<file path="src/hw/rtl/ddo_pkg.sv">
`timescale 1ns / 1ps
package ddo_pkg;

  // cordic configuration
  localparam int CORDIC_STEPS = 16;
  localparam int ANGLE_BITS   = 16;
  localparam int ATAN_LEN     = 24;
  localparam int CORDIC_ITERS = (CORDIC_STEPS < ATAN_LEN) ? CORDIC_STEPS : ATAN_LEN;
  localparam int ITER_W       = $clog2(CORDIC_ITERS);
  localparam logic signed [31:0] GAIN_Q30 = 32'sd652032874;
  localparam logic [31:0] ANGLE_MASK = ~((32'd1 << (32 - ANGLE_BITS)) - 32'd1);

  // shared multiplier widths
  localparam int A_W    = 41;
  localparam int B_W    = 32;
  localparam int PROD_W = A_W + 17;
  localparam int ACC_W  = 66;

  // register reset values
  localparam logic [23:0] DIST_PER_TICK_RST  = 24'd10304;
  localparam logic [23:0] TURN_PER_TICK_RST  = 24'd1825418;
  localparam logic [15:0] UPDATE_RATE_RST    = 16'd10;

  typedef enum logic [1:0] {
    CFG_DIST_PER_TICK = 2'd0,
    CFG_TURN_PER_TICK = 2'd1,
    CFG_UPDATE_RATE   = 2'd2
  } cfg_idx_t;

  typedef enum logic [2:0] {
    S_IDLE = 3'd0,
    S_MUL  = 3'd1,
    S_ROT  = 3'd2,
    S_POST = 3'd3,
    S_OUT  = 3'd4
  } state_t;

  // products in the order the sequencer runs them
  typedef enum logic [2:0] {
    OP_DIST  = 3'd0,
    OP_TURN  = 3'd1,
    OP_LIN   = 3'd2,
    OP_ANG   = 3'd3,
    OP_XSTEP = 3'd4,
    OP_YSTEP = 3'd5,
    OP_XSPD  = 3'd6,
    OP_YSPD  = 3'd7
  } op_t;

  typedef struct packed {
    logic en;
    logic hi_pass;
  } ddo_mac_ctl_t;

  // arctangent per step, 2^32 per turn
  function automatic logic signed [31:0] atan_turn32(input logic [4:0] idx);
    logic signed [31:0] v;
    case (idx)
      5'd0:  v = 32'sd536870912;
      5'd1:  v = 32'sd316933406;
      5'd2:  v = 32'sd167458907;
      5'd3:  v = 32'sd85004756;
      5'd4:  v = 32'sd42667331;
      5'd5:  v = 32'sd21354465;
      5'd6:  v = 32'sd10680862;
      5'd7:  v = 32'sd5340245;
      5'd8:  v = 32'sd2670163;
      5'd9:  v = 32'sd1335087;
      5'd10: v = 32'sd667544;
      5'd11: v = 32'sd333772;
      5'd12: v = 32'sd166886;
      5'd13: v = 32'sd83443;
      5'd14: v = 32'sd41722;
      5'd15: v = 32'sd20861;
      5'd16: v = 32'sd10430;
      5'd17: v = 32'sd5215;
      5'd18: v = 32'sd2608;
      5'd19: v = 32'sd1304;
      5'd20: v = 32'sd652;
      5'd21: v = 32'sd326;
      5'd22: v = 32'sd163;
      5'd23: v = 32'sd81;
      default: v = 32'sd0;
    endcase
    return v;
  endfunction

endpackage

</file>
<file path="src/hw/rtl/ddo_in_if.sv">
`timescale 1ns / 1ps
interface ddo_in_if;
  logic               valid;
  logic               ready;
  logic signed [15:0] left_delta;
  logic signed [15:0] right_delta;

  modport source (output valid, output left_delta, output right_delta, input ready);
  modport sink (input valid, input left_delta, input right_delta, output ready);
endinterface

</file>
<file path="src/hw/rtl/ddo_out_if.sv">
`timescale 1ns / 1ps
interface ddo_out_if;
  logic               valid;
  logic               ready;
  logic signed [31:0] x_position;
  logic signed [31:0] y_position;
  logic        [15:0] heading_angle;
  logic signed [31:0] linear_speed;
  logic signed [31:0] x_speed;
  logic signed [31:0] y_speed;
  logic signed [31:0] turn_speed;

  modport source (
    output valid, output x_position, output y_position, output heading_angle,
    output linear_speed, output x_speed, output y_speed, output turn_speed,
    input ready
  );
  modport sink (
    input valid, input x_position, input y_position, input heading_angle,
    input linear_speed, input x_speed, input y_speed, input turn_speed,
    output ready
  );
endinterface

</file>
<file path="src/hw/rtl/ddo_cfg_if.sv">
`timescale 1ns / 1ps
interface ddo_cfg_if;
  logic        valid;
  logic        ready;
  logic [1:0]  index;
  logic [23:0] data;

  modport source (output valid, output index, output data, input ready);
  modport sink (input valid, input index, input data, output ready);
endinterface

</file>
<file path="src/hw/rtl/ddo_mac.sv">
`timescale 1ns / 1ps
module ddo_mac import ddo_pkg::*; (
  input  logic                    clk,
  input  ddo_mac_ctl_t            ctl,
  input  logic signed [A_W-1:0]   op_a,
  input  logic signed [B_W-1:0]   op_b,
  output logic signed [ACC_W-1:0] acc
);

  logic signed [16:0]       b_part;
  logic signed [PROD_W-1:0] prod;
  logic signed [ACC_W-1:0]  acc_r;
  logic signed [ACC_W-1:0]  acc_nxt;

  // upper half signed first, lower half unsigned second
  assign b_part = ctl.hi_pass ? {op_b[B_W-1], op_b[B_W-1:16]} : {1'b0, op_b[15:0]};
  assign prod   = op_a * b_part;

  always_comb begin
    if (ctl.hi_pass) begin
      acc_nxt = ACC_W'(prod);
    end else begin
      acc_nxt = (acc_r <<< 16) + ACC_W'(prod);
    end
  end

  always_ff @(posedge clk) begin
    if (ctl.en) begin
      acc_r <= acc_nxt;
    end
  end

  assign acc = acc_r;

endmodule

</file>
<file path="src/hw/rtl/ddo_cordic.sv">
`timescale 1ns / 1ps
module ddo_cordic import ddo_pkg::*; (
  input  logic               clk,
  input  logic               rst_n,
  input  logic               start,
  input  logic [31:0]        angle,
  output logic               done,
  output logic signed [31:0] cos_q30,
  output logic signed [31:0] sin_q30
);

  logic              busy_r;
  logic [ITER_W-1:0] cnt_r;
  logic [1:0]        quad_r;
  logic signed [31:0] x_r, y_r, z_r;
  logic signed [31:0] x_nxt, y_nxt, z_nxt;
  logic signed [31:0] cos_r, sin_r;
  logic signed [31:0] cos_nxt, sin_nxt;
  logic signed [31:0] dx, dy, atan_v;
  logic [31:0]        a_masked, a_bias, z_init;
  logic [1:0]         quad;
  logic               last;

  // fold by quarter turns into [-1/8, 1/8) turn
  assign a_masked = angle & ANGLE_MASK;
  assign a_bias   = a_masked + 32'h2000_0000;
  assign quad     = a_bias[31:30];
  assign z_init   = a_masked - {quad, 30'd0};

  assign dx     = x_r >>> cnt_r;
  assign dy     = y_r >>> cnt_r;
  assign atan_v = atan_turn32(5'(cnt_r));
  assign last   = (cnt_r == ITER_W'(CORDIC_ITERS - 1));
  assign done   = busy_r && last;

  always_comb begin
    if (!z_r[31]) begin
      x_nxt = x_r - dy;
      y_nxt = y_r + dx;
      z_nxt = z_r - atan_v;
    end else begin
      x_nxt = x_r + dy;
      y_nxt = y_r - dx;
      z_nxt = z_r + atan_v;
    end
  end

  // unfold the quadrant
  always_comb begin
    case (quad_r)
      2'd0: begin
        cos_nxt = x_nxt;
        sin_nxt = y_nxt;
      end
      2'd1: begin
        cos_nxt = -y_nxt;
        sin_nxt = x_nxt;
      end
      2'd2: begin
        cos_nxt = -x_nxt;
        sin_nxt = -y_nxt;
      end
      default: begin
        cos_nxt = y_nxt;
        sin_nxt = -x_nxt;
      end
    endcase
  end

  always_ff @(posedge clk) begin
    if (!rst_n) begin
      busy_r <= 1'b0;
      cnt_r  <= '0;
    end else if (start) begin
      busy_r <= 1'b1;
      cnt_r  <= '0;
    end else if (busy_r) begin
      cnt_r <= cnt_r + ITER_W'(1);
      if (last) begin
        busy_r <= 1'b0;
      end
    end
  end

  always_ff @(posedge clk) begin
    if (start) begin
      x_r    <= GAIN_Q30;
      y_r    <= '0;
      z_r    <= z_init;
      quad_r <= quad;
    end else if (busy_r) begin
      x_r <= x_nxt;
      y_r <= y_nxt;
      z_r <= z_nxt;
    end
    if (done) begin
      cos_r <= cos_nxt;
      sin_r <= sin_nxt;
    end
  end

  assign cos_q30 = cos_r;
  assign sin_q30 = sin_r;

endmodule

</file>
<file path="src/hw/rtl/diff_drive_odometry.sv">
`timescale 1ns / 1ps
// sequence from request accept to result valid: four products, the cordic run
// (16 iterations, one step per cycle), four more products, the post state and
// an output load that waits for a free output register; a new request is taken
// only back in idle; the shared multiplier is 41x17, two passes per product
// reset: synchronous active-low rst_n zeroes the pose and heading, loads the
// default registers and empties the output register
module diff_drive_odometry import ddo_pkg::*; (
  input  logic       clk,
  input  logic       rst_n,
  ddo_in_if.sink     in_req,
  ddo_out_if.source  out_res,
  ddo_cfg_if.sink    cfg_wr
);

  // sequencer
  state_t state_r, state_nxt;
  op_t    op_r, op_nxt;
  logic   pass_r, pass_nxt;       // 0: upper half of b, 1: lower half
  logic   post_vld_r;             // accumulator holds a finished product
  op_t    post_op_r;

  // configuration
  logic [23:0] dist_per_tick_r;
  logic [23:0] turn_per_tick_r;
  logic [15:0] update_rate_r;

  // pose state
  logic [31:0] pos_x_r, pos_y_r, head_r;
  logic [31:0] head_nxt;

  // captured request and intermediate results
  logic signed [15:0] left_r, right_r;
  logic signed [33:0] dist_r;     // travelled distance, Q18.16
  logic signed [40:0] dth_r;      // heading change, heading lsbs
  logic signed [31:0] v_r, w_r, vx_r, vy_r;

  // output register
  logic               out_valid_r;
  logic signed [31:0] x_out_r, y_out_r, lin_out_r, xs_out_r, ys_out_r, turn_out_r;
  logic [15:0]        head_out_r;

  // datapath signals
  logic signed [16:0]      sum_lr, diff_lr;
  logic signed [A_W-1:0]   mac_a;
  logic signed [B_W-1:0]   mac_b;
  logic signed [ACC_W-1:0] acc;
  ddo_mac_ctl_t            mac_ctl;
  logic                    cor_start, cor_done;
  logic signed [31:0]      cos_q30, sin_q30;
  logic                    in_take, out_load, out_free;

  logic signed [ACC_W-1:0] post_rnd, post_sum, post_shf;
  logic [ACC_W-32:0]       post_hi;
  logic signed [31:0]      post_sat;

  assign in_take  = in_req.valid && in_req.ready;
  assign out_free = !out_valid_r || out_res.ready;
  assign cfg_wr.ready = (state_r == S_IDLE);

  // ---------------------------------------------------------------------
  // next state
  // ---------------------------------------------------------------------
  always_comb begin
    state_nxt = state_r;
    unique case (state_r)
      S_IDLE: begin
        if (in_req.valid) state_nxt = S_MUL;
      end
      S_MUL: begin
        if (pass_r && op_r == OP_ANG) begin
          state_nxt = S_ROT;
        end else if (pass_r && op_r == OP_YSPD) begin
          state_nxt = S_POST;
        end
      end
      S_ROT: begin
        if (cor_done) state_nxt = S_MUL;
      end
      S_POST: state_nxt = S_OUT;
      S_OUT: begin
        if (out_free) state_nxt = S_IDLE;
      end
      default: state_nxt = S_IDLE;
    endcase
  end

  // ---------------------------------------------------------------------
  // sequencer outputs
  // ---------------------------------------------------------------------
  always_comb begin
    in_req.ready    = 1'b0;
    mac_ctl.en      = 1'b0;
    mac_ctl.hi_pass = !pass_r;
    cor_start       = 1'b0;
    out_load        = 1'b0;
    op_nxt          = op_r;
    pass_nxt        = pass_r;
    unique case (state_r)
      S_IDLE: begin
        in_req.ready = 1'b1;
        op_nxt       = OP_DIST;
        pass_nxt     = 1'b0;
      end
      S_MUL: begin
        mac_ctl.en = 1'b1;
        pass_nxt   = !pass_r;
        if (pass_r) begin
          op_nxt = op_t'(op_r + 3'd1);
        end
        // cordic takes the old heading once the heading change is in
        cor_start = pass_r && (op_r == OP_ANG);
      end
      S_ROT: ;
      S_POST: ;
      S_OUT: begin
        out_load = out_free;
      end
      default: ;
    endcase
  end

  always_ff @(posedge clk) begin
    if (!rst_n) begin
      state_r    <= S_IDLE;
      op_r       <= OP_DIST;
      pass_r     <= 1'b0;
      post_vld_r <= 1'b0;
      post_op_r  <= OP_DIST;
    end else begin
      state_r    <= state_nxt;
      op_r       <= op_nxt;
      pass_r     <= pass_nxt;
      post_vld_r <= (state_r == S_MUL) && pass_r;
      post_op_r  <= op_r;
    end
  end

  // ---------------------------------------------------------------------
  // configuration writes, only while idle
  // ---------------------------------------------------------------------
  always_ff @(posedge clk) begin
    if (!rst_n) begin
      dist_per_tick_r <= DIST_PER_TICK_RST;
      turn_per_tick_r <= TURN_PER_TICK_RST;
      update_rate_r   <= UPDATE_RATE_RST;
    end else if (cfg_wr.valid && cfg_wr.ready) begin
      unique case (cfg_wr.index)
        CFG_DIST_PER_TICK: dist_per_tick_r <= cfg_wr.data;
        CFG_TURN_PER_TICK: turn_per_tick_r <= cfg_wr.data;
        CFG_UPDATE_RATE:   update_rate_r   <= cfg_wr.data[15:0];
        default: ;         // unknown index is dropped
      endcase
    end
  end

  // ---------------------------------------------------------------------
  // request capture
  // ---------------------------------------------------------------------
  always_ff @(posedge clk) begin
    if (in_take) begin
      left_r  <= in_req.left_delta;
      right_r <= in_req.right_delta;
    end
  end

  assign sum_lr  = 17'(left_r) + 17'(right_r);
  assign diff_lr = 17'(left_r) - 17'(right_r);

  // ---------------------------------------------------------------------
  // operand select for the shared multiplier
  // ---------------------------------------------------------------------
  always_comb begin
    case (op_r)
      OP_DIST: begin
        mac_a = A_W'(sum_lr);
        mac_b = B_W'({8'd0, dist_per_tick_r});
      end
      OP_TURN: begin
        mac_a = A_W'(diff_lr);
        mac_b = B_W'({8'd0, turn_per_tick_r});
      end
      OP_LIN: begin
        mac_a = A_W'(dist_r);
        mac_b = B_W'({16'd0, update_rate_r});
      end
      OP_ANG: begin
        mac_a = dth_r;
        mac_b = B_W'({16'd0, update_rate_r});
      end
      OP_XSTEP: begin
        mac_a = A_W'(dist_r);
        mac_b = cos_q30;
      end
      OP_YSTEP: begin
        mac_a = A_W'(dist_r);
        mac_b = sin_q30;
      end
      OP_XSPD: begin
        mac_a = A_W'(v_r);
        mac_b = cos_q30;
      end
      default: begin
        mac_a = A_W'(v_r);
        mac_b = sin_q30;
      end
    endcase
  end

  ddo_mac u_mac (
    .clk  (clk),
    .ctl  (mac_ctl),
    .op_a (mac_a),
    .op_b (mac_b),
    .acc  (acc)
  );

  ddo_cordic u_cordic (
    .clk     (clk),
    .rst_n   (rst_n),
    .start   (cor_start),
    .angle   (head_r),
    .done    (cor_done),
    .cos_q30 (cos_q30),
    .sin_q30 (sin_q30)
  );

  // ---------------------------------------------------------------------
  // post-processing of a finished product: round, shift, saturate
  // runs in the cycle after the product's lower pass
  // ---------------------------------------------------------------------
  always_comb begin
    case (post_op_r) inside
      OP_DIST:                              post_rnd = ACC_W'(256);
      OP_XSTEP, OP_YSTEP, OP_XSPD, OP_YSPD: post_rnd = ACC_W'(32'h2000_0000);
      default:                              post_rnd = '0;
    endcase
  end

  assign post_sum = acc + post_rnd;

  always_comb begin
    case (post_op_r) inside
      OP_DIST:                              post_shf = post_sum >>> 9;
      OP_XSTEP, OP_YSTEP, OP_XSPD, OP_YSPD: post_shf = post_sum >>> 30;
      default:                              post_shf = post_sum;
    endcase
  end

  // saturate to the signed 32-bit range
  assign post_hi = post_shf[ACC_W-1:31];
  always_comb begin
    if ((&post_hi) || !(|post_hi)) begin
      post_sat = post_shf[31:0];
    end else if (post_shf[ACC_W-1]) begin
      post_sat = 32'sh8000_0000;
    end else begin
      post_sat = 32'sh7fff_ffff;
    end
  end

  always_ff @(posedge clk) begin
    if (post_vld_r) begin
      case (post_op_r)
        OP_DIST:  dist_r <= post_shf[33:0];
        OP_TURN:  dth_r  <= acc[40:0];
        OP_LIN:   v_r    <= post_sat;
        OP_ANG:   w_r    <= post_sat;
        OP_XSPD:  vx_r   <= post_sat;
        OP_YSPD:  vy_r   <= post_sat;
        default: ;
      endcase
    end
  end

  // pose: positions wrap, heading wraps
  assign head_nxt = head_r + dth_r[31:0];

  always_ff @(posedge clk) begin
    if (!rst_n) begin
      pos_x_r <= '0;
      pos_y_r <= '0;
      head_r  <= '0;
    end else begin
      if (post_vld_r && post_op_r == OP_XSTEP) begin
        pos_x_r <= pos_x_r + post_shf[31:0];
      end
      if (post_vld_r && post_op_r == OP_YSTEP) begin
        pos_y_r <= pos_y_r + post_shf[31:0];
      end
      if (out_load) begin
        head_r <= head_nxt;
      end
    end
  end

  // ---------------------------------------------------------------------
  // output register
  // ---------------------------------------------------------------------
  always_ff @(posedge clk) begin
    if (!rst_n) begin
      out_valid_r <= 1'b0;
    end else if (out_load) begin
      out_valid_r <= 1'b1;
    end else if (out_res.ready) begin
      out_valid_r <= 1'b0;
    end
  end

  always_ff @(posedge clk) begin
    if (out_load) begin
      x_out_r    <= pos_x_r;
      y_out_r    <= pos_y_r;
      head_out_r <= head_nxt[31:16];
      lin_out_r  <= v_r;
      xs_out_r   <= vx_r;
      ys_out_r   <= vy_r;
      turn_out_r <= w_r;
    end
  end

  assign out_res.valid         = out_valid_r;
  assign out_res.x_position    = x_out_r;
  assign out_res.y_position    = y_out_r;
  assign out_res.heading_angle = head_out_r;
  assign out_res.linear_speed  = lin_out_r;
  assign out_res.x_speed       = xs_out_r;
  assign out_res.y_speed       = ys_out_r;
  assign out_res.turn_speed    = turn_out_r;

endmodule
</file>
<file path="src/flat_wrapper.sv">
// flat-port wrapper written by rule: the top's interface ports become plain ports
module diff_drive_odometry_flat import ddo_pkg::*;
  (clk, rst_n, in_req_valid, in_req_left_delta, in_req_right_delta, in_req_ready, out_res_valid, out_res_x_position, out_res_y_position, out_res_heading_angle, out_res_linear_speed, out_res_x_speed, out_res_y_speed, out_res_turn_speed, out_res_ready, cfg_wr_valid, cfg_wr_index, cfg_wr_data, cfg_wr_ready);
  ddo_in_if in_req_i ();
  ddo_out_if out_res_i ();
  ddo_cfg_if cfg_wr_i ();
  input  logic clk;
  input  logic rst_n;
  input wire logic [$bits(in_req_i.valid)-1:0] in_req_valid;
  input wire logic [$bits(in_req_i.left_delta)-1:0] in_req_left_delta;
  input wire logic [$bits(in_req_i.right_delta)-1:0] in_req_right_delta;
  output wire logic [$bits(in_req_i.ready)-1:0] in_req_ready;
  output wire logic [$bits(out_res_i.valid)-1:0] out_res_valid;
  output wire logic [$bits(out_res_i.x_position)-1:0] out_res_x_position;
  output wire logic [$bits(out_res_i.y_position)-1:0] out_res_y_position;
  output wire logic [$bits(out_res_i.heading_angle)-1:0] out_res_heading_angle;
  output wire logic [$bits(out_res_i.linear_speed)-1:0] out_res_linear_speed;
  output wire logic [$bits(out_res_i.x_speed)-1:0] out_res_x_speed;
  output wire logic [$bits(out_res_i.y_speed)-1:0] out_res_y_speed;
  output wire logic [$bits(out_res_i.turn_speed)-1:0] out_res_turn_speed;
  input wire logic [$bits(out_res_i.ready)-1:0] out_res_ready;
  input wire logic [$bits(cfg_wr_i.valid)-1:0] cfg_wr_valid;
  input wire logic [$bits(cfg_wr_i.index)-1:0] cfg_wr_index;
  input wire logic [$bits(cfg_wr_i.data)-1:0] cfg_wr_data;
  output wire logic [$bits(cfg_wr_i.ready)-1:0] cfg_wr_ready;
  assign in_req_i.valid = in_req_valid;
  assign in_req_i.left_delta = in_req_left_delta;
  assign in_req_i.right_delta = in_req_right_delta;
  assign in_req_ready = in_req_i.ready;
  assign out_res_valid = out_res_i.valid;
  assign out_res_x_position = out_res_i.x_position;
  assign out_res_y_position = out_res_i.y_position;
  assign out_res_heading_angle = out_res_i.heading_angle;
  assign out_res_linear_speed = out_res_i.linear_speed;
  assign out_res_x_speed = out_res_i.x_speed;
  assign out_res_y_speed = out_res_i.y_speed;
  assign out_res_turn_speed = out_res_i.turn_speed;
  assign out_res_i.ready = out_res_ready;
  assign cfg_wr_i.valid = cfg_wr_valid;
  assign cfg_wr_i.index = cfg_wr_index;
  assign cfg_wr_i.data = cfg_wr_data;
  assign cfg_wr_ready = cfg_wr_i.ready;
  diff_drive_odometry u_core (.clk(clk), .rst_n(rst_n), .in_req(in_req_i), .out_res(out_res_i), .cfg_wr(cfg_wr_i));
endmodule
</file>
<file path="config.mk">
export PLATFORM = sky130hd
export DESIGN_NAME = diff_drive_odometry_flat
export DESIGN_NICKNAME = d
export VERILOG_FILES = /design/src/hw/rtl/ddo_pkg.sv /design/src/hw/rtl/ddo_in_if.sv /design/src/hw/rtl/ddo_out_if.sv /design/src/hw/rtl/ddo_cfg_if.sv /design/src/hw/rtl/ddo_mac.sv /design/src/hw/rtl/ddo_cordic.sv /design/src/hw/rtl/diff_drive_odometry.sv /design/src/flat_wrapper.sv
export SDC_FILE = /design/constraint.sdc
export NUM_CORES = 2
export LEC_CHECK = 0
export ABC_AREA = 1
export BUFFER_PORTS_ARGS = -buffer_cell sky130_fd_sc_hd__buf_4
export CAP_MARGIN = 10
export CORE_MARGIN = 4
export CORE_UTILIZATION = 50
export DETAILED_ROUTE_END_ITERATION = 10
export GPL_ROUTABILITY_DRIVEN = 1
export GPL_TIMING_DRIVEN = 0
export PLACE_DENSITY_LB_ADDON = 0.1
export SLEW_MARGIN = 5
export SYNTH_ARGS = -nofsm -noshare
export SYNTH_HDL_FRONTEND = slang
export SYNTH_SLANG_ARGS = --single-unit
</file>
<file path="constraint.sdc">
create_clock -name clk -period 15.96 [get_ports clk]
set_clock_uncertainty 0.05 [all_clocks]
set_input_delay 3.99 -clock clk [delete_from_list [all_inputs] [get_ports clk]]
set_output_delay 3.99 -clock clk [all_outputs]
set_load 0.03 [all_outputs]
</file>
## After elaboration in Yosys (flattened, before gate mapping)

Memories as Yosys holds them, arrays and structs flattened. A register that Yosys moved wholly into a read port is not among the register bits.
Cells that the tools add are included.

- Logic and storage cells: 164
- Bits in latches: 0
- Memories kept: 1
- RAM bits: 0
- Bits in registers: 848
- Bits of input ports: 63
- Bits in read-only memories: 480

Memory list:

| memory | words | bits a word | read ports | clocked after memory_dff | wr ports | line | source |
|---|---|---|---|---|---|---|---|
| (no name shown) | 16 | 30 | 1 | 1 | 0 | ddo_pkg.sv:58 | `case (idx)` |

- Equality and inequality tests: 28
- $mul: 1
- Mux-type cells: 37
- Reduce and logical (&&, ||, !) cells: 39
- $lt $le $gt $ge: 0
- Add/subtract/negate cells: 19
- Bitwise logic cells: 1
- Shift operators: 2
- Divide/modulo/power cells: 0

Operators with widths:

| cell | count |
|---|---|
| $mux W32 | 7 |
| $add A32 B32 Y32 | 6 |
| $pmux W32 S3 | 2 |
| $pmux W41 S4 | 1 |
| $mux W66 | 2 |
| $mux W65 | 2 |
| $pmux W32 S4 | 1 |
| $sub A32 B32 Y32 | 4 |
| $add A66 B58 Y66 | 1 |
| $add A66 B66 Y66 | 1 |
| $neg A32 Y32 | 2 |
| $sshr A32 B4 Y32 | 2 |
| $mul A41 B17 Y58 | 1 |
| $reduce_and A35 Y1 | 1 |
| $reduce_or A35 Y1 | 1 |
| $add A32 B30 Y32 const B | 1 |
| $mux W30 | 1 |
| $eq A3 B3 Y1 const B | 9 |
| $reduce_and A2 Y1 | 10 |
| $eq A3 B2 Y1 const B | 6 |
| $mux W3 | 6 |
| $add A16 B16 Y17 | 1 |
| $mux W17 | 1 |
| $sub A16 B16 Y17 | 1 |
| 25 further kinds | 57 |

## Longest topological paths before layout

- Depth in word-level cells: 11
- Mapped depth: 59
- Mapped depth without buffers: 57

## Modules after synthesis

Synthesis repeated with hierarchy kept, for this count alone.

- Cell total of the unflattened synthesis: 11133
- Area total of the unflattened synthesis: 83966.8 µm²

Modules (own cells, without submodules):

| module | instances | seq. area each (µm²) | cells an instance | area an instance (µm²) |
|---|---|---|---|---|
| diff_drive_odometry | 1 | 16746.1 | 3485 | 31383.8 |
| ddo_mac | 1 | 1981.9 | 4149 | 31096.1 |
| ddo_cordic | 1 | 4924.7 | 3499 | 21486.9 |

## Worst setup path before layout

Ideal clock, no wire load.

- Path kind: input-to-reg
- Start point: input out_res_ready
- End point: register u_core.head_r[1]
- Stages on the path: 6
- Slack: 5131 ps
- Library setup time: 392 ps
- Path buffers: 1
- Required time: 15518 ps
- Arrival time: 10387 ps
- Path through: nor2_1 -> inv_1 -> nand2_1 -> clkinv_1 -> clkbuf_1 -> a21oi_1

- Word-level cells in the longest chain between the ends: 2

RTL lines:

| what | line | source |
|---|---|---|
| start: declaration | flat_wrapper.sv:21 | `input wire logic [$bits(out_res_i.ready)-1:0] out_res_ready;` |
| $logic_or A1 B1 Y1 | diff_drive_odometry.sv:58 | `assign out_free = !out_valid_r \|\| out_res.ready;` |
| $mux W1 | diff_drive_odometry.sv:99 | `unique case (state_r)` |
| named net u_core.out_load | diff_drive_odometry.sv:51 | `logic in_take, out_load, out_free;` |
| end signal: assignment | diff_drive_odometry.sv:292 | `head_r <= head_nxt;` |
| end: declaration | diff_drive_odometry.sv:29 | `logic [31:0] pos_x_r, pos_y_r, head_r;` |

The timed path passes the listed nets, and every way through them passes these cells.
A chain may end at the register's enable or synchronous reset.

## Worst setup path after layout

- Start point: register u_core.op_r[0]
- End point: register u_core.u_mac.acc_r[56] (netlist: u_core.u_mac.acc[56]) (data pin)

- Word-level cells in the longest chain between the ends: 7
- Elaborated cells between the ends (all ways): 16

RTL lines:

| what | line | source |
|---|---|---|
| start: declaration | diff_drive_odometry.sv:18 | `op_t op_r, op_nxt;` |
| start signal: assignment | diff_drive_odometry.sv:132 | `op_r <= op_nxt;` |
| $eq A3 B3 Y1 or $eq A3 B2 Y1 (tied branches) | diff_drive_odometry.sv:174 | `case (op_r)` |
| $reduce_or A2 Y1 (no source line) | n/a |  |
| $pmux W32 S4 | diff_drive_odometry.sv:174 |  |
| $mux W17 | ddo_mac.sv:16 | `assign b_part = ctl.hi_pass ? {op_b[B_W-1], op_b[B_W-1:16]} : {1'b0, op_b[15:0]};` |
| $mul A41 B17 Y58 * | ddo_mac.sv:17 | `assign prod = op_a * b_part;` |
| $add A66 B58 Y66 | ddo_mac.sv:23 | `acc_nxt = (acc_r <<< 16) + ACC_W'(prod);` |
| $mux W66 * | ddo_mac.sv:20 | `if (ctl.hi_pass) begin` |
| named net u_core.u_mac.acc_nxt[56] | ddo_mac.sv:13 | `logic signed [ACC_W-1:0] acc_nxt;` |
| end signal: assignment | ddo_mac.sv:29 | `acc_r <= acc_nxt;` |
| end: declaration | ddo_mac.sv:12 | `logic signed [ACC_W-1:0] acc_r;` |

Mark *: on every way through the listed nets, which the timed path passes. The rest lies on a longest branch.

==> impl_metrics.tcl <==
set metrics [dict create \
    crit_end "u_core.u_mac.acc[56]" \
    fmax_mhz 72.2 \
    cap_violations 1 \
    grt_max_degree 68 \
    place_congestion 1.05 \
    slew_headroom_pct -1.53 \
    antenna_found_initial 10 \
    synth_nets 11761 \
    rows 147 \
    nNetsFinal 12164 \
    post-dp-hpwl_um 268000 \
    routed_via_density 5.81 \
    drc_errors 0 \
    synth-edff-count 607 \
    cp_data_arrival_time_ns 14.23 \
    finalSetupViolations 0 \
    ys_warn_count 0 \
    drive_above_1_share_pct 5.97 \
    async_flop_share_pct 0 \
    worstMarginPinSlew_ns 1.52 \
    rr_startpoint "u_core.op_r[0]" \
    cts_num_sinks 878 \
    crit_slowest_cell "clkinv_1" \
    critPathCaptureType "flip-flop" \
    hold_violations 0 \
    post-cts-setup-buffers 0 \
    violations "capacitance limit, slew limit" \
    synth_area_per_cell_um2 7.67 \
    area_growth_pct 10.7 \
    r2r_setup_slack_ns 2.10 \
    ys_types 72 \
    core_area_um2 161000 \
    cts_tree "yes" \
    ys_seq_area_share_pct 29.1 \
    synth-seq-cells 878 \
    drt-initial-drc-count 8156 \
    hold_path.class "reg2reg" \
    critical_path.most_common_cell "nand2_1" \
    fin_crit_sh_pct 86.8 \
    setup_tns_ns 0 \
    insertion_delay_ns 0.77 \
    synth_ff_type "edfxtp_1" \
    start_kind "flip-flop" \
    die_width_um 411 \
    wl_per_cell_um 24.4 \
    gr-total-overflow 0 \
    required_ns 16.33 \
    syn_inst 10600 \
    grt_pass1_vias 74111 \
    synth_area_um2 81300 \
    firstDrtPassIters 8 \
    path_class "reg2reg" \
    portBuffers 273 \
    largest_reg_flops 66 \
    netlist.area_leader.share_pct 22.4 \
    fp.dieArea_um2 169000 \
    clk_pin_slew_ns 0.07 \
    critPathMaxFanout 9 \
    rr_worst_depth 43 \
    nFillCells 15468 \
    yosys-top-cells-area "edfxtp_1 (22%), fa_1 (16%), nand2_1 (11%)" \
    num_io_pins 274 \
    finalMaxSlewViolations 4 \
    postCtsHoldBufs 0 \
    rsz0062_at_grt "no" \
    routed_wl_um 324000 \
    dieHeight_um 411 \
    max_stage_delay_ns 0.77 \
    ant_nets 0 \
    clockBufferDepth 3 \
    status "complete, but fails checks" \
    cts_max_level 3 \
    numCtsBuffers 95 \
    grt_pass1_wl_um 473000 \
    cts_root_buffer "clkbuf_16" \
    vias 77027 \
    cts_resized 0 \
    crit_path_start "u_core.op_r[0]" \
    yosysTopAreaCell "edfxtp_1" \
    track_usage_pct 37.7 \
    r2r-end "u_core.u_mac.acc[56]" \
    initial_core_util_pct 50.5 \
    min_period_ns 13.86 \
]
[worst max-delay path: cells and delay by family, from the launching register on]
| family | cells | cell delay, ns |
|---|---|---|
| and+or+nand+nor | 12 | 2.44 |
| DFF | 1 | 0.53 |
| adders and majority gates | 10 | 3.93 |
| buffers and inverters | 9 | 2.12 |
| xor gates and xnor gates | 1 | 0.54 |
| AOI/OAI and AO/OA | 11 | 3.95 |
[metrics by stage]
| stage | instance area (µm²) | util [%] | instances | hold slack [ns] | setup slack, ns |
|---|---|---|---|---|---|
| floorplan | 81300 | - | 10600 | 0.350 | 5.13 |
| global placement | 86100 | 53.4 | 13033 | 0.351 | 2.34 |
| detailed placement | 86600 | 53.8 | 13064 | 0.355 | 2.47 |
| CTS | 89900 | 55.8 | 13244 | 0.339 | 2.39 |
| global route | 90000 | 55.8 | 13246 | 0.369 | 1.71 |
| finish | 90000 | 55.9 | 13253 | 0.359 | 2.10 |
[layout by cell type, fill, tap and decap left out, types with 131 or more instances in the layout]
cell	count
a21oi_1	500
buf_4	292
clkbuf_1	224
dfxtp_1	271
edfxtp_1	607
fa_1	665
ha_1	433
inv_1	1587
nand2_1	2481
nand3_1	754
nand4_1	131
nor2_1	1248
o21ai_0	554
xor2_1	217
[cell usage after synthesis (6+ instances only)]
cell          n
a22oi_1      12
inv_1      1587
a31oi_1      56
a21o_1       17
o221ai_1     27
clkbuf_1    221
a21boi_0     19
ha_1        433
o21ai_1      12
clkinv_1     14
o21bai_1     49
nor2_2       10
o2111ai_1    21
o21a_1       33
nor3_1      105
o211ai_1     46
xor2_1      217
nand4_1     131
o22ai_1      32
a21oi_1     500
and3_1        7
a221oi_1     46
nand3_1     754
dfxtp_1     271
a211oi_1      7
o31ai_1       9
fa_1        665
nand3b_1     21
edfxtp_1    607
buf_1        38
buf_4         6
and2_1       10
xnor2_1     113
buf_2        37
nor2_1     1256
nand2_2       7
nor4_1       20
nand2_1    2481
o21ai_0     558
or2_2        54
inv_2        35
[worst min path at each step]
stage,cells past startpoint,start,slack [ns],to
global placement,0,u_core.vy_r[10],0.35,u_core.out_res.y_speed[10]
CTS,0,u_core.vx_r[29],0.34,u_core.out_res.x_speed[29]
finish,0,u_core.pos_x_r[31],0.36,u_core.out_res.x_position[31]
global route,0,u_core.vx_r[29],0.37,u_core.out_res.x_speed[29]
floorplan,0,u_core.w_r[0],0.35,u_core.out_res.turn_speed[0]
detailed placement,0,u_core.w_r[14],0.35,u_core.out_res.turn_speed[14]
[routing by layer]
metal / wire, µm / track usage [%] / share of wire [%]
met1: 123000 / 46.8 / 38
met3: 28500 / 7.03 / 8.8
met5: 42 / 0 / 0.013
met2: 146000 / 59.9 / 45
met4: 26400 / 25.2 / 8.2
[logic make-up after synthesis]
family	share of synthesized area, %
multiplexers	0.0123
AND/OR/NAND/NOR	24.8
AO/OA/AOI/OAI	10.4
adder cells (fa/ha/maj)	23.0
flip-flops	29.1
buffers and inverters	9.09
XOR/XNOR	3.59
[area by class of cell]
type	count	area (µm²)	share of cell area (%)
multi-input combinational	7779	50300	55.9
inverter	1636	6140	6.82
antenna	7	17.5	0.0195
sequential	878	23700	26.3
clock inverter	68	778	0.865
timing repair buffer	306	2530	2.81
clock buffer	112	2560	2.85
buffer	307	1260	1.40
tap	2160	2700	3.00
Power is left out: the tool's default activity adds up to more than one toggle a clock period on the data nets, which glitch-free logic cannot reach.
